## src/rtl/core/dttm_pkg.sv

```systemverilog
// Shared types and constants for the duration text to milliseconds parser.
// Used by the parser core and the top level. No dependencies.
`default_nettype none

package dttm_pkg;

    // Parser phase, one-hot
    typedef enum logic [8:0] {
        PH_START     = 9'b000000001,
        PH_MINUS     = 9'b000000010,
        PH_DATE      = 9'b000000100,
        PH_AFTER_D   = 9'b000001000,
        PH_TIME      = 9'b000010000,
        PH_AFTER_H   = 9'b000100000,
        PH_AFTER_MIN = 9'b001000000,
        PH_FRACTION  = 9'b010000000,
        PH_DONE      = 9'b100000000
    } t_phase;

    typedef enum logic [1:0] {
        ST_OK     = 2'd0,
        ST_SYNTAX = 2'd1,
        ST_RANGE  = 2'd2
    } t_status;

    typedef struct packed {
        t_status            status;
        logic signed [31:0] duration_ms;
    } t_result;

    localparam int unsigned DIGIT_W = 22;
    localparam int unsigned UNIT_W  = 27;

    localparam logic [DIGIT_W-1:0] DIGIT_MAX = 22'd4194303;

    localparam logic [UNIT_W-1:0] MS_PER_DAY  = 27'd86400000;
    localparam logic [UNIT_W-1:0] MS_PER_HOUR = 27'd3600000;
    localparam logic [UNIT_W-1:0] MS_PER_MIN  = 27'd60000;
    localparam logic [UNIT_W-1:0] MS_PER_SEC  = 27'd1000;

    localparam logic [DIGIT_W-1:0] LIM_DAY   = 22'd23;
    localparam logic [DIGIT_W-1:0] LIM_HOUR  = 22'd595;
    localparam logic [DIGIT_W-1:0] LIM_MIN   = 22'd35790;
    localparam logic [DIGIT_W-1:0] LIM_SEC   = 22'd2147482;
    localparam logic [DIGIT_W-1:0] LIM_HOUR2 = 22'd23;
    localparam logic [DIGIT_W-1:0] LIM_SIXTY = 22'd59;

    localparam logic [7:0] CH_NUL   = 8'h00;
    localparam logic [7:0] CH_TAB   = 8'h09;
    localparam logic [7:0] CH_CR    = 8'h0D;
    localparam logic [7:0] CH_SPACE = 8'h20;
    localparam logic [7:0] CH_PLUS  = 8'h2B;
    localparam logic [7:0] CH_MINUS = 8'h2D;
    localparam logic [7:0] CH_DOT   = 8'h2E;
    localparam logic [7:0] CH_ZERO  = 8'h30;
    localparam logic [7:0] CH_NINE  = 8'h39;
    localparam logic [7:0] CH_D     = 8'h44;
    localparam logic [7:0] CH_H     = 8'h48;
    localparam logic [7:0] CH_M     = 8'h4D;
    localparam logic [7:0] CH_P     = 8'h50;
    localparam logic [7:0] CH_S     = 8'h53;
    localparam logic [7:0] CH_T     = 8'h54;
    localparam logic [7:0] CH_Y     = 8'h59;

endpackage

`default_nettype wire

```

## src/rtl/core/dttm_byte_if.sv

```systemverilog
// Valid/ready channel carrying one text byte per request.
// No dependencies.
`default_nettype none

interface dttm_byte_if;
    logic       valid;
    logic       ready;
    logic [7:0] text_byte;

    modport source (output valid, output text_byte, input ready);
    modport sink   (input valid, input text_byte, output ready);
endinterface

`default_nettype wire

```

## src/rtl/core/dttm_result_if.sv

```systemverilog
// Valid/ready channel carrying one parse result per request.
// No dependencies.
`default_nettype none

interface dttm_result_if;
    logic               valid;
    logic               ready;
    logic [1:0]         status;
    logic signed [31:0] duration_ms;

    modport source (output valid, output status, output duration_ms, input ready);
    modport sink   (input valid, input status, input duration_ms, output ready);
endinterface

`default_nettype wire

```

## src/rtl/core/dttm_parser.sv

```systemverilog
// Parser state registers and the per-byte next-state logic.
// Depends on dttm_pkg.
`default_nettype none

module dttm_parser (
    input  logic              i_clk,
    input  logic              i_rst_n,
    input  logic              i_adv,
    input  logic [7:0]        i_byte,
    output logic              o_res_valid,
    output dttm_pkg::t_result o_res
);

    localparam int unsigned DW = dttm_pkg::DIGIT_W;
    localparam int unsigned UW = dttm_pkg::UNIT_W;

    dttm_pkg::t_phase r_phase, n_phase;
    logic [DW-1:0]    r_digit, n_digit;
    logic             r_seen, n_seen;
    logic [1:0]       r_fcnt, n_fcnt;
    logic [31:0]      r_total, n_total;
    logic             r_neg, n_neg;
    logic             r_field, n_field;
    logic [1:0]       r_pend, n_pend;

    logic             numeric, is_dig, is_ss, is_end;
    logic [3:0]       dval;
    logic [DW+3:0]    acc;
    logic [DW-1:0]    acc_sat;

    // field commit request
    logic             want_field;
    logic [DW-1:0]    lim, lim_small;
    dttm_pkg::t_phase ok_phase;
    logic             is_sec;
    logic             add_en;
    logic [UW-1:0]    unit;
    logic [DW+UW-1:0] prod;
    logic [1:0]       st;

    always_comb begin
        is_end  = (i_byte == dttm_pkg::CH_NUL);
        is_dig  = (i_byte >= dttm_pkg::CH_ZERO) && (i_byte <= dttm_pkg::CH_NINE);
        is_ss   = (i_byte == dttm_pkg::CH_PLUS) || (i_byte == dttm_pkg::CH_MINUS) ||
                  (i_byte == dttm_pkg::CH_SPACE) ||
                  ((i_byte >= dttm_pkg::CH_TAB) && (i_byte <= dttm_pkg::CH_CR));
        numeric = (r_phase == dttm_pkg::PH_DATE) || (r_phase == dttm_pkg::PH_TIME) ||
                  (r_phase == dttm_pkg::PH_AFTER_H) || (r_phase == dttm_pkg::PH_AFTER_MIN);
        dval    = i_byte[3:0];
        acc     = {1'b0, r_digit, 3'b000} + {3'b000, r_digit, 1'b0} + {{(DW){1'b0}}, dval};
        acc_sat = (acc > {4'b0000, dttm_pkg::DIGIT_MAX}) ? dttm_pkg::DIGIT_MAX : acc[DW-1:0];
    end

    always_comb begin
        n_phase    = r_phase;
        n_digit    = r_digit;
        n_seen     = r_seen;
        n_fcnt     = r_fcnt;
        n_total    = r_total;
        n_neg      = r_neg;
        n_field    = r_field;
        n_pend     = r_pend;
        want_field = 1'b0;
        lim        = dttm_pkg::LIM_DAY;
        lim_small  = dttm_pkg::LIM_DAY;
        ok_phase   = dttm_pkg::PH_DONE;
        is_sec     = 1'b0;
        add_en     = 1'b0;
        unit       = '0;
        prod       = '0;
        st         = dttm_pkg::ST_OK;

        if (r_phase != dttm_pkg::PH_DONE) begin
            if (numeric && is_dig) begin
                n_digit = acc_sat;
                n_seen  = 1'b1;
            end else if ((numeric || r_phase == dttm_pkg::PH_FRACTION) && !r_seen && is_ss) begin
                n_pend  = dttm_pkg::ST_SYNTAX;
                n_phase = dttm_pkg::PH_DONE;
            end else begin
                case (r_phase)
                    dttm_pkg::PH_START: begin
                        if (i_byte == dttm_pkg::CH_MINUS) begin
                            n_neg   = 1'b1;
                            n_phase = dttm_pkg::PH_MINUS;
                        end else if (i_byte == dttm_pkg::CH_P) begin
                            n_phase = dttm_pkg::PH_DATE;
                        end else begin
                            n_pend  = dttm_pkg::ST_SYNTAX;
                            n_phase = dttm_pkg::PH_DONE;
                        end
                    end
                    dttm_pkg::PH_MINUS: begin
                        if (i_byte == dttm_pkg::CH_P) begin
                            n_phase = dttm_pkg::PH_DATE;
                        end else begin
                            n_pend  = dttm_pkg::ST_SYNTAX;
                            n_phase = dttm_pkg::PH_DONE;
                        end
                    end
                    dttm_pkg::PH_DATE: begin
                        if (i_byte == dttm_pkg::CH_Y || i_byte == dttm_pkg::CH_M) begin
                            n_pend  = dttm_pkg::ST_RANGE;
                            n_phase = dttm_pkg::PH_DONE;
                        end else if (i_byte == dttm_pkg::CH_D) begin
                            want_field = 1'b1;
                            lim        = dttm_pkg::LIM_DAY;
                            lim_small  = dttm_pkg::LIM_DAY;
                            unit       = dttm_pkg::MS_PER_DAY;
                            ok_phase   = dttm_pkg::PH_AFTER_D;
                        end else if (r_seen) begin
                            n_pend  = dttm_pkg::ST_SYNTAX;
                            n_phase = dttm_pkg::PH_DONE;
                        end else if (i_byte == dttm_pkg::CH_T) begin
                            n_field = 1'b0;
                            n_phase = dttm_pkg::PH_TIME;
                        end else begin
                            n_phase = dttm_pkg::PH_DONE;
                        end
                    end
                    dttm_pkg::PH_AFTER_D: begin
                        if (i_byte == dttm_pkg::CH_T) begin
                            n_field = 1'b0;
                            n_digit = '0;
                            n_seen  = 1'b0;
                            n_phase = dttm_pkg::PH_TIME;
                        end else begin
                            n_phase = dttm_pkg::PH_DONE;
                        end
                    end
                    dttm_pkg::PH_TIME, dttm_pkg::PH_AFTER_H, dttm_pkg::PH_AFTER_MIN: begin
                        if (r_phase == dttm_pkg::PH_TIME && i_byte == dttm_pkg::CH_H) begin
                            want_field = 1'b1;
                            lim        = dttm_pkg::LIM_HOUR;
                            lim_small  = dttm_pkg::LIM_HOUR2;
                            unit       = dttm_pkg::MS_PER_HOUR;
                            ok_phase   = dttm_pkg::PH_AFTER_H;
                        end else if (r_phase != dttm_pkg::PH_AFTER_MIN &&
                                     i_byte == dttm_pkg::CH_M) begin
                            want_field = 1'b1;
                            lim        = dttm_pkg::LIM_MIN;
                            lim_small  = dttm_pkg::LIM_SIXTY;
                            unit       = dttm_pkg::MS_PER_MIN;
                            ok_phase   = dttm_pkg::PH_AFTER_MIN;
                        end else if (i_byte == dttm_pkg::CH_S || i_byte == dttm_pkg::CH_DOT) begin
                            want_field = 1'b1;
                            lim        = dttm_pkg::LIM_SEC;
                            lim_small  = dttm_pkg::LIM_SIXTY;
                            unit       = dttm_pkg::MS_PER_SEC;
                            ok_phase   = dttm_pkg::PH_DONE;
                            is_sec     = 1'b1;
                        end else if (r_seen) begin
                            n_pend  = dttm_pkg::ST_SYNTAX;
                            n_phase = dttm_pkg::PH_DONE;
                        end else begin
                            n_phase = dttm_pkg::PH_DONE;
                        end
                    end
                    dttm_pkg::PH_FRACTION: begin
                        if (is_dig) begin
                            if (r_fcnt != 2'd3) begin
                                n_digit = acc[DW-1:0];
                                n_fcnt  = r_fcnt + 2'd1;
                            end
                            n_seen = 1'b1;
                        end else if (i_byte == dttm_pkg::CH_S && r_seen) begin
                            // pad short fractions on the right
                            case (r_fcnt)
                                2'd1:    unit = UW'(100);
                                2'd2:    unit = UW'(10);
                                default: unit = UW'(1);
                            endcase
                            add_en  = 1'b1;
                            n_field = 1'b1;
                            n_phase = dttm_pkg::PH_DONE;
                        end else begin
                            n_pend  = dttm_pkg::ST_SYNTAX;
                            n_phase = dttm_pkg::PH_DONE;
                        end
                    end
                    default: begin
                        n_phase = dttm_pkg::PH_DONE;
                    end
                endcase
            end
        end

        if (want_field) begin
            if (!r_seen) begin
                n_pend  = dttm_pkg::ST_SYNTAX;
                n_phase = dttm_pkg::PH_DONE;
            end else if (r_digit > lim || (r_total != 32'd0 && r_digit > lim_small)) begin
                n_pend  = dttm_pkg::ST_RANGE;
                n_phase = dttm_pkg::PH_DONE;
            end else begin
                add_en  = 1'b1;
                n_field = 1'b1;
                n_digit = '0;
                n_seen  = 1'b0;
                n_phase = ok_phase;
                if (is_sec && i_byte == dttm_pkg::CH_DOT) begin
                    n_field = 1'b0;
                    n_fcnt  = 2'd0;
                    n_phase = dttm_pkg::PH_FRACTION;
                end
            end
        end

        if (add_en) begin
            prod    = r_digit * unit;
            n_total = r_total + prod[31:0];
        end

        // the terminator never adds, so the total and sign are already final
        st = n_pend;
        if (st == dttm_pkg::ST_OK && !n_field) begin
            st = dttm_pkg::ST_SYNTAX;
        end
        o_res_valid       = is_end;
        o_res.status      = dttm_pkg::t_status'(st);
        o_res.duration_ms = '0;
        if (st == dttm_pkg::ST_OK) begin
            o_res.duration_ms = r_neg ? -$signed(r_total) : $signed(r_total);
        end
    end

    always_ff @(posedge i_clk) begin
        if (!i_rst_n || (i_adv && is_end)) begin
            r_phase <= dttm_pkg::PH_START;
            r_digit <= '0;
            r_seen  <= 1'b0;
            r_fcnt  <= 2'd0;
            r_total <= 32'd0;
            r_neg   <= 1'b0;
            r_field <= 1'b0;
            r_pend  <= dttm_pkg::ST_OK;
        end else if (i_adv) begin
            r_phase <= n_phase;
            r_digit <= n_digit;
            r_seen  <= n_seen;
            r_fcnt  <= n_fcnt;
            r_total <= n_total;
            r_neg   <= n_neg;
            r_field <= n_field;
            r_pend  <= n_pend;
        end
    end

endmodule

`default_nettype wire

```

## src/rtl/core/duration_text_to_millis_top.sv

```systemverilog
// A terminating zero byte passes through the byte register, then the output register, before its result is presented.
// Throughput: one byte per cycle; the byte register keeps taking text while a result
// waits in the output register, and stalls only when a second terminator arrives.
// Reset (i_rst_n low, synchronous) empties both registers and returns the parser to
// its start state. Depends on dttm_pkg, dttm_byte_if, dttm_result_if and dttm_parser.
`default_nettype none

module duration_text_to_millis_top (
    input  logic           i_clk,
    input  logic           i_rst_n,
    dttm_byte_if.sink      i_text,
    dttm_result_if.source  o_result
);

    logic              r_in_valid;
    logic [7:0]        r_in_byte;
    logic              r_out_valid;
    dttm_pkg::t_result r_out;

    logic              adv;
    logic              res_valid;
    dttm_pkg::t_result res;

    // a nonzero byte never produces a result, so it may move on under backpressure
    assign adv = r_in_valid &&
                 (r_in_byte != dttm_pkg::CH_NUL || !r_out_valid || o_result.ready);
    assign i_text.ready = !r_in_valid || adv;

    always_ff @(posedge i_clk) begin
        if (!i_rst_n) begin
            r_in_valid <= 1'b0;
        end else if (i_text.ready) begin
            r_in_valid <= i_text.valid;
        end
    end

    always_ff @(posedge i_clk) begin
        if (i_text.valid && i_text.ready) begin
            r_in_byte <= i_text.text_byte;
        end
    end

    dttm_parser u_parser (
        .i_clk       (i_clk),
        .i_rst_n     (i_rst_n),
        .i_adv       (adv),
        .i_byte      (r_in_byte),
        .o_res_valid (res_valid),
        .o_res       (res)
    );

    always_ff @(posedge i_clk) begin
        if (!i_rst_n) begin
            r_out_valid <= 1'b0;
        end else if (adv && res_valid) begin
            r_out_valid <= 1'b1;
        end else if (o_result.ready) begin
            r_out_valid <= 1'b0;
        end
    end

    always_ff @(posedge i_clk) begin
        if (adv && res_valid) begin
            r_out <= res;
        end
    end

    assign o_result.valid       = r_out_valid;
    assign o_result.status      = r_out.status;
    assign o_result.duration_ms = r_out.duration_ms;

endmodule

`default_nettype wire
```

## src/flat_wrapper.sv

```systemverilog
// flat-port wrapper written by rule: the top's interface ports become plain ports
module duration_text_to_millis_top_flat 
  (i_clk, i_rst_n, i_text_valid, i_text_text_byte, i_text_ready, o_result_valid, o_result_status, o_result_duration_ms, o_result_ready);
  dttm_byte_if i_text_i ();
  dttm_result_if o_result_i ();
  input  logic i_clk;
  input  logic i_rst_n;
  input wire logic [$bits(i_text_i.valid)-1:0] i_text_valid;
  input wire logic [$bits(i_text_i.text_byte)-1:0] i_text_text_byte;
  output wire logic [$bits(i_text_i.ready)-1:0] i_text_ready;
  output wire logic [$bits(o_result_i.valid)-1:0] o_result_valid;
  output wire logic [$bits(o_result_i.status)-1:0] o_result_status;
  output wire logic [$bits(o_result_i.duration_ms)-1:0] o_result_duration_ms;
  input wire logic [$bits(o_result_i.ready)-1:0] o_result_ready;
  assign i_text_i.valid = i_text_valid;
  assign i_text_i.text_byte = i_text_text_byte;
  assign i_text_ready = i_text_i.ready;
  assign o_result_valid = o_result_i.valid;
  assign o_result_status = o_result_i.status;
  assign o_result_duration_ms = o_result_i.duration_ms;
  assign o_result_i.ready = o_result_ready;
  duration_text_to_millis_top u_core (.i_clk(i_clk), .i_rst_n(i_rst_n), .i_text(i_text_i), .o_result(o_result_i));
endmodule
```

## config.mk

```make
export PLATFORM = sky130hd
export DESIGN_NAME = duration_text_to_millis_top_flat
export DESIGN_NICKNAME = d
export VERILOG_FILES = /design/src/rtl/core/dttm_pkg.sv /design/src/rtl/core/dttm_byte_if.sv /design/src/rtl/core/dttm_result_if.sv /design/src/rtl/core/dttm_parser.sv /design/src/rtl/core/duration_text_to_millis_top.sv /design/src/flat_wrapper.sv
export SDC_FILE = /design/constraint.sdc
export NUM_CORES = 1
export LEC_CHECK = 0
export ABC_CLOCK_PERIOD_IN_PS = 12700
export BUFFER_PORTS_ARGS = -buffer_cell sky130_fd_sc_hd__buf_2
export CAP_MARGIN = 10
export CORE_MARGIN = 2
export CORE_UTILIZATION = 45
export DETAILED_ROUTE_END_ITERATION = 10
export GPL_TIMING_DRIVEN = 0
export PLACE_DENSITY_LB_ADDON = 0.15
export SLEW_MARGIN = 20
export SYNTH_ARGS = -nofsm -noshare
export SYNTH_HDL_FRONTEND = slang
export SYNTH_HIERARCHICAL = 1
export SYNTH_SLANG_ARGS = --single-unit
```

## constraint.sdc

```tcl
create_clock -name i_clk -period 12.7 [get_ports i_clk]
set_input_delay 1.27 -clock i_clk [delete_from_list [all_inputs] [get_ports i_clk]]
set_output_delay 1.27 -clock i_clk [all_outputs]
set_load 0.005 [all_outputs]
```

==> Word level (Yosys, flattened, before mapping) <==
Cells that the tools add are included.
Widths: inputs -> output; s select.
{ "word_totals": {"input_bits": 12, "mem_bits_ro": 0, "ram_bits": 0, "output_inout_bits": 36, "memories": 0, "reg_bits": 114, "latchBits": 0, "elab_cells": 243} }
{ "op_classes": {"eq_ne": 30, "mux": 141, "div": 0, "magnitude_cmp": 7, "addsub": 5, "shifts": 0, "reduce_logical": 44, "bitwise_logic": 2, "mul": 1} }
{ "op_table": {"columns": ["operator", "n"], "rows": [
  ["$mux 22", 18],
  ["$mux 9", 24],
  ["$mux 27", 5],
  ["$pmux 27 s3", 1],
  ["$eq 8x7->1 const B", 7],
  ["$mux 2", 27],
  ["$pmux 9 s6", 1],
  ["$mux 1", 46],
  ["$gt 22x22->1", 2],
  ["$pmux 22 s2", 1],
  ["$mux 6", 7],
  ["$add 32x32->32", 1],
  ["$eq 8x6->1 const B", 4],
  ["$mul 22x27->32", 1],
  ["$mux 32", 1],
  ["$neg 32->32", 1],
  ["$reduce_bool 32->1", 1],
  ["$add 25x23->26", 1],
  ["$add 26x4->26", 1],
  ["$gt 26x22->1 const B", 1],
  ["$pmux 9 s2", 1],
  ["$mux 16", 1],
  ["$logic_and 1x1->1", 14],
  ["$logic_or 1x1->1", 14],
  ["37 further kinds", 49]
]} }

==> Longest topological paths before layout <==
Gate-level depths: netlist (run 1).
{ "depth": {"ltp_word": 20, "depth_mapped": 37, "ltp_nobuf": 33} }

==> By module <==
Netlist (run 1), hierarchy kept.
{ "modules_own_cells": {"columns": ["module", "seq_area_each_um2", "cells_per_inst", "area_per_inst_um2", "n_inst"], "rows": [
  ["dttm_parser", 1401.3, 2375, 19585.0, 1],
  ["duration_text_to_millis_top", 1301.2, 57, 1412.6, 1]
]} }

==> Worst setup path after synthesis (run 1) <==
No wires, ideal clock.
{ "synth_timing": {"path_type": "register to register", "startpoint": "reg u_core.r_in_byte[5]", "endpoint": "reg u_core.u_parser.r_total[29]", "setup_slack_ns": 3.982, "required_ns": 12.614, "t_arrival_ns": 8.632, "setup_ns": 0.086, "path_stages_with_launch": 33, "period_less_slack_ns": 8.718, "n_path_buf": 4, "cell_sequence": "edfxtp_1 clkbuf_1 nand4bb_1 or4_1 or2_2 nor2_1 and2_1 clkbuf_1 nand2b_1 clkbuf_1 nand2_1 fa_1 fa_1 fa_1 fa_1 inv_1 fa_1 fa_1 inv_1 fa_1 inv_1 ha_1 clkbuf_1 and4_1 and3_1 o2111ai_1 nand2_1 a311o_1 a31o_2 a31oi_1 nor2_1 xnor2_1 a211oi_1"} }
{ "synth_between": {"elab_chain_len": 16, "elab_cells_between_ends": 82, "cone_classes": "add/sub: 1; mul: 1; order compare: 6; eq/ne: 9; mux: 43; reduce/logical: 22"} }
{ "synth_rtl": {"columns": ["item", "line_no", "source"], "rows": [
  ["start: declaration", "duration_text_to_millis_top.sv:16", "logic [7:0] r_in_byte;"],
  ["start signal: assignment", "duration_text_to_millis_top.sv:39", "r_in_byte <= i_text.text_byte;"],
  ["parallel branches: the longest is 16 deep, another holds $mul 22x27->32", null, null],
  ["end signal: assignment", "dttm_parser.sv:242", "r_total <= n_total;"],
  ["end: declaration", "dttm_parser.sv:21", "logic [31:0] r_total, n_total;"]
]} }
Parallel ways; which one is timed is not known.
A chain may end at the register's enable or synchronous reset.

==> Final worst setup path (run 1) <==
{ "layout_timing": {"startpoint": "reg u_core.r_in_byte[5]", "endpoint": "reg u_core.u_parser.r_total[30]"} }
Same word-level chain as after synthesis.

==> key figures, run 1 <==
Run status
  – Outcome: completed

Clocking
  – CTS max path bufs: 2
  – Clock Pin Slew Worst Setup and Hold Paths: 0.06 ns
  – CTS-repair resized insts: 0
  – H-Tree Depth: 4
  – Clk root buf: clkbuf_16
  – Num CTS Buffers: 17
  – CTS sink cnt: 114
  – Hold_buf cts: 0
  – Clk Latency, worst-skew pair: between 0.4 and 0.5 ns
  – CTS tree: done
  – Postcts setup bufs: 0

Place
  – Placer Congestion: about 0.96
  – I/O Buffers: 47
  – Post-DP HPWL: 54510 um
  – Dpl cells: 3087

Worst hold path
  – Hold Path Class: register to register

Floorplanning
  – Die width: approximately 220 um
  – Num rows: 79
  – Num ports: 48
  – Core Footprint: 46260 um^2
  – Initial Util: about 45%
  – Die Height: 220.0 um
  – Die area: 48400 um^2

Timing
  – Worst-Margin Slew: around 1.2 ns
  – RSZ-0062 raised after global routing: false
  – Max-slew headroom: 21.69%
  – Max Slew Vio Count: 0
  – Final Skew: approximately 0.012 ns
  – Fin crit share: 85.76%
  – Setup-failing EPs final: 0
  – Final Critical Period: 10.89 ns
  – Setup_tns: 0 ns
  – Max Freq: 91.82 MHz
  – Hold Violations, Final: 0

Logic synthesis
  – Register area share after synthesis: 12.87%
  – Cell taking the most area after synthesis: fa_1
  – Post-synth cell types: 85
  – Synthesized Nets: 2990
  – Mapped cell area: 21000 um^2
  – Yosys warns: 6
  – Synth Area in XOR/XNOR: 4.129%
  – Most frequent cell after synthesis: inv_1
  – Asr flop ratio synth: 0%
  – Top FF cell, synth: dfxtp_1
  – Compound-Gate Fraction of Synth Area: 10.13%
  – Synth top area share: 30.99%
  – Syn Area/Cell: 8.634 um^2
  – Largest cells by area after synthesis: fa_1 (31%), ha_1 (13%), inv_1 (9.4%)
  – Top cells by count, synth: inv_1 (527), fa_1 (325), nand2_1 (250)
  – Synth Instances: 2432
  – Synth Area in Simple Gates: 17.37%
  – Synth Area in Adders: between 40% and 50%
  – Largest family of logic cells by synthesized area: adder cells
  – Synthesis-stage register bit count: 114
  – Mux cell area share after synthesis: less than 1%
  – Post-synth EDFFs: 42

Cells and area
  – Fin cells: 3119
  – Utilization after layout: 49.00%
  – Final nets: approximately 3.1k
  – Synth-to-layout area growth: 7.955%
  – Inserted Diodes: 0
  – Layout cells sized above 1: 5.693%

Drt
  – Routed wire length: 64210 um
  – DRT Pass-1 Iters: 6
  – DRC Markers: 0
  – Vias: 16.80k
  – Post-DRT Antenna Nets: 0
  – Routed length per instance: 20.59 um
  – DRT iter0 DRCs: 1132
  – Via density: 5.387

Critical path
  – R2R setup slack: between 1.5 and 2 ns
  – CP Depth: 32
  – Crit path largest cell delay: 0.98 ns
  – Nature of the critical path startpoint: register
  – Worst-case reg-to-reg path depth: 32
  – Worst endpoint required time: 13.08 ns
  – Slowest CP cell: a2111oi_0
  – Critical Path End: u_core/u_parser/r_total[30]
  – Element type at the critical path end: register
  – CP delay by family, top: adder cells
  – Setup crit start: u_core/r_in_byte[5]
  – Crit Path Class: register to register
  – CP max FO: 10
  – Cell mode on critical path: fa_1
  – Worst flop-to-flop path startpoint: u_core/r_in_byte[5]
  – RR Endpoint: u_core/u_parser/r_total[30]
  – Arr. time, crit path: 11.28 ns
  – CP bufs+invs: 7

Global route
  – GRT overflow: 0
  – Vias in the first global route: 17.71k
  – Global-route wire length before repair: around 100000 um
  – Largest net degree at the start of global routing: 26
  – GRT Util Overall: 27.75%
  – Initial antenna violation count: 0

Job
  – Max Cap Viol: 0

Pwr
  – Design Power: 0.9534 mW
  – Power per cell area: 42.06 nW/um^2
  – LEAKAGE: about 11 nW
  – IR drop worst, VDD: between 0.07 and 0.08 mV
[cell usage in the layout (no fill, tap or decap), types with 5 or more instances in the layout]
cell and count:
a2111oi_0 5, a211oi_1 13, a21o_1 15, a21oi_1 107, a31oi_1 15, and2_1 92
and3_1 43, buf_2 54, clkbuf_1 81, clkbuf_16 18, dfxtp_1 72, edfxtp_1 42
fa_1 325, ha_1 221, inv_1 527, nand2_1 250, nand2b_1 20, nand3_1 37
nand4_1 11, nor2_1 130, nor2b_1 15, nor3_1 26, nor4_1 9, o211ai_1 10
o21a_1 12, o21ai_0 69, o21bai_1 6, o22ai_1 5, o31a_1 5, o31ai_1 15
or2_2 20, or3_1 21, or4_1 11, xnor2_1 69, xor2_1 30
[worst register-to-register path: cells and delay by family, from the launching register on]
family,cells,cell delay [ns]
flops,1,0.43
compound gates,7,2.80
simple gates,9,2.75
buf+inv,7,1.47
fa+ha+maj,8,3.16
xor+xnor,1,0.19
[power breakdown]
part	switching, mW	internal (mW)	total (mW)	leakage, nW
combinational	0.0334	0.0157	0.0491	10.2
sequential	0.00714	0.381	0.388	0.983
clock	0.195	0.322	0.517	0.296
[routing by layer]
layer | track usage (%) | part of all wire, % | up-vias
met2 | 46.99 | 47 | 531
li1 | - | - | 7885
met3 | 4.293 | 5.4 | 143
met5 | 0 | 0 | -
met4 | 11.25 | 4.3 | 0
met1 | 35.43 | 43 | 8242
[kinds of logic (layout without fill, tap and decap cells)]
logic type | count (synthesis) | count (layout)
mux | 3 | 3
fa+ha+maj | 546 | 546
buf+inv | 619 | 699
flops | 114 | 114
compound gates | 331 | 331
simple gates | 720 | 720
xor+xnor | 99 | 99
[layout make-up]
type,count,area (um^2)
plain buffers,92,372.9
well taps,607,759.5
inverters,527,1978
clock inverters,13,173.9
fillers,4561,23590
flip-flops and latches,114,2703
multi-input cells,1699,15960
clock buffers,19,454.2
repair buffers,48,262.8
[registers in the layout (all words and copies together), names as in the netlist, 2 cells and up]
name	flops
u_core/u_parser/r_fcnt	2
u_core/r_in_byte	8
u_core/o_result.status	2
u_core/u_parser/r_phase	9
u_core/u_parser/r_total	32
u_core/o_result.duration_ms	32
u_core/u_parser/r_pend	2
u_core/u_parser/r_digit	22
[how the worst min path moves through the flow]
stage | start | to | slack (ns) | cells after the start
final | u_core/u_parser/r_total[22] | u_core/u_parser/r_total[22] | 0.46 | 2
after global routing | u_core/u_parser/r_total[16] | u_core/u_parser/r_total[16] | 0.48 | 2
after CTS | u_core/u_parser/r_total[22] | u_core/u_parser/r_total[22] | 0.46 | 2
after detailed placement | u_core/u_parser/r_total[22] | u_core/u_parser/r_total[22] | 0.46 | 2
after global placement | u_core/u_parser/r_total[22] | u_core/u_parser/r_total[22] | 0.45 | 2
after floorplan | u_core/u_parser/r_total[16] | u_core/u_parser/r_total[16] | 0.44 | 2
[metrics by stage]
| step | hold WS [ns] | area [um^2] | worst slack, ns |
|---|---|---|---|
| 6_report | 0.4627 | 22670 | 1.809 |
| 5_1_grt | 0.4844 | 22670 | 1.375 |
| 4_1_cts | 0.4635 | 22670 | 1.929 |
| 3_5_place_dp | 0.4558 | 22040 | 1.951 |
| 3_3_place_gp | 0.4515 | 21990 | 1.995 |
| 2_1_floorplan | 0.4393 | 21000 | 3.982 |
(Power assumes the default switching activity.)
==> run 2, diff against run 1 <==
--- a/config.mk
+++ b/config.mk
@@ -5,6 +5,7 @@
 export SDC_FILE = /design/constraint.sdc
 export NUM_CORES = 1
 export LEC_CHECK = 0
+export ABC_AREA = 1
 export ABC_CLOCK_PERIOD_IN_PS = 12700
 export BUFFER_PORTS_ARGS = -buffer_cell sky130_fd_sc_hd__buf_2
 export CAP_MARGIN = 10
==> key figures, run 2 <==
Run status
  – Outcome: completed

Critical path
  – Slowest CP cell: buf_1
  – Element type at the critical path end: register
  – Worst endpoint required time: 13.09 ns
  – Cell mode on critical path: fa_1
  – Worst flop-to-flop path startpoint: u_core/u_parser/r_phase[4]
  – Crit path largest cell delay: 0.64 ns
  – Setup crit start: u_core/u_parser/r_phase[4]
  – Nature of the critical path startpoint: register
  – Arr. time, crit path: 9.75 ns
  – CP max FO: 10
  – Crit Path Class: register to register

Logic synthesis
  – Mapped cell area: 21780 um^2
  – Synth top area share: 29.88%
  – Asr flop ratio synth: 0%
  – Synthesis-stage register bit count: 114
  – Synth Instances: 2793
  – Synthesized Nets: 3351
  – Cell taking the most area after synthesis: fa_1
  – Post-synth EDFFs: 42
  – Largest cells by area after synthesis: fa_1 (30%), ha_1 (13%), inv_1 (12%)
  – Yosys warns: 6
  – Top FF cell, synth: dfxtp_1
  – Post-synth cell types: 58
  – Register area share after synthesis: approximately 12%
  – Most frequent cell after synthesis: inv_1
  – Top cells by count, synth: inv_1 (674), nand2_1 (393), fa_1 (325)
  – Syn Area/Cell: 7.797 um^2

Drt
  – Routed length per instance: 19.89 um
  – DRT Pass-1 Iters: 5
  – DRC Markers: 0
  – DRT iter0 DRCs: 1417
  – Routed wire length: 69410 um
  – Post-DRT Antenna Nets: 0
  – Via density: 5.326
  – Vias: 18.58k

Cells and area
  – Inserted Diodes: 0
  – Footprint of the multi-input gates: 16120 um^2
  – Layout cells sized above 1: 7.411%
  – Synth-to-layout area growth: 7.383%
  – # fillers: 4780
  – Leading cell type in the layout, fill and taps excluded: inv_1
  – FF/Latch Area: 2703 um^2
  – Final nets: between 3k and 4k
  – Most frequent cells in the layout: inv_1 (674), nand2_1 (393), fa_1 (325)

Timing
  – Max Slew Vio Count: 0
  – Setup-failing EPs final: 0
  – Worst-Margin Slew: 1.006 ns
  – Final worst setup slack: around 3.3 ns
  – Fin crit share: 73.72%
  – RSZ-0062 raised after global routing: false
  – Max Freq: ~110 MHz
  – Hold Violations, Final: 0
  – Max-slew headroom: 32.70%
  – Setup_tns: 0 ns
  – Final Skew: roughly 0.015 ns
  – Final Critical Period: 9.362 ns

Pwr
  – Clock power frac: 50.3%
  – Reg power frac: between 40% and 50%
  – Switching Share: 27.38%
  – Power per cell area: between 30 and 40 nW/um^2
  – Psw: 0.2529 mW
  – Gate power share: 7.7%
  – IR drop worst, VDD: 0.07038 mV
  – P_int: 0.6707 mW
  – LEAKAGE: between 10 and 15 nW

Job
  – Max Cap Viol: 0

Floorplanning
  – Num ports: 48
  – Die width: 224.0 um
  – Initial Util: 45.61%
  – Num rows: 80
  – Core Footprint: 47750 um^2
  – Die area: 50170 um^2
  – Die Height: 224.0 um

Global route
  – Largest net degree at the start of global routing: 28
  – GRT Util Overall: 28.45%
  – GRT overflow: 0
  – Global-route wire length before repair: 108300 um
  – Initial antenna violation count: 0
  – Vias in the first global route: 19.05k

Clocking
  – Clk Latency, worst-skew pair: 0.45 ns
  – CTS max path bufs: 2
  – CTS sink cnt: 114
  – CTS tree: done
  – CTS-repair resized insts: 0
  – Postcts setup bufs: 0
  – Clock Pin Slew Worst Setup and Hold Paths: 0.06 ns
  – Clk root buf: clkbuf_16
  – H-Tree Depth: 4
  – Hold_buf cts: 0
  – Num CTS Buffers: 17

Place
  – Placer Congestion: approximately 0.97
  – Pre-CTS setup slack: 3.423 ns
  – I/O Buffers: 47
  – Post-DP HPWL: 59140 um

Worst hold path
  – Hold Path Class: register to register
  – HP Start: u_core/u_parser/r_phase[1]
run 2: cell types whose count changed after synthesis, moves of 36 or more:
| cell | change |
|---|---|
| nor2_1 | +137 |
| and3_1 | -43 |
| nand2_1 | +143 |
| nand3_1 | +57 |
| o21ai_0 | +53 |
| nor2_2 | +39 |
| inv_1 | +147 |
| xnor2_1 | -36 |
| and2_1 | -91 |
| a21oi_1 | +63 |
run 2: worst paths after layout:
check | slack [ns] | end | cells after the start
hold / removal | 0.51 | u_core/u_parser/r_phase[1] | 2
setup / recovery | 3.34 | u_core/u_parser/r_total[24] | 32
hold reg to reg | 0.51 | u_core/u_parser/r_phase[1] | 2
setup reg to reg | 3.34 | u_core/u_parser/r_total[24] | 32
run 2: critical path, delay by kind of cell, from the launching register on:
family	cells	cell delay [ns]
and+or+nand+nor	10	1.61
AOI/OAI and AO/OA	7	1.71
DFF	1	0.34
buffers and inverters	7	1.53
adders and majority gates	8	4.05
run 2: power groups by stage:
stage	sequential [mW]	clock, mW	combinational, mW
2_1_floorplan	0.394	0	0.0494
3_3_place_gp	0.396	0	0.0691
4_1_cts	0.388	0.474	0.0707
5_1_grt	0.389	0.491	0.0784
3_5_place_dp	0.396	0	0.0703
6_report	0.388	0.464	0.0712
run 2: cell type report:
class                   instances  area share, %
inverters                     701          11.31
flip-flops and latches        114          11.56
clock inverters                15         0.5886
well taps                     615          3.291
plain buffers                  73          1.407
multi-input cells            1905          68.92
clock buffers                  17          1.819
repair buffers                 49          1.113
run 2: kinds of logic after synthesis:
logic type                 after synthesis  synth area share (%)
DFF                                    114                 12.41
adders and majority gates              546                 42.58
and+or+nand+nor                        899                 18.37
buffers and inverters                  774                 13.65
xor gates and xnor gates                85                 3.419
AOI/OAI and AO/OA                      375                 9.573
run 2: stage by stage:
| stage | power [mW] | std cells | area, um^2 | hold slack (ns) | util (%) |
|---|---|---|---|---|---|
| finish | 0.9237 | 3489 | 23380 | 0.5135 | 48.98 |
| global route | 0.9585 | 3489 | 23380 | 0.5314 | 48.98 |
| CTS | 0.9328 | 3489 | 23380 | 0.5137 | 48.98 |
| detailed placement | 0.4662 | 3457 | 22820 | 0.5049 | 47.80 |
| global placement | 0.4647 | 3455 | 22780 | 0.4886 | 47.71 |
| floorplan | 0.4436 | 2793 | 21780 | 0.4720 | - |
run 2: per-layer routing:
metal / vias up / share of wire [%] / global-route usage (%)
li1: 8711 / - / -
met1: 9173 / 43 / 36.81
met2: 589 / 48 / 47.98
met3: 111 / 5.8 / 4.788
met4: 0 / 3.3 / 10.24
met5: - / 0 / 0
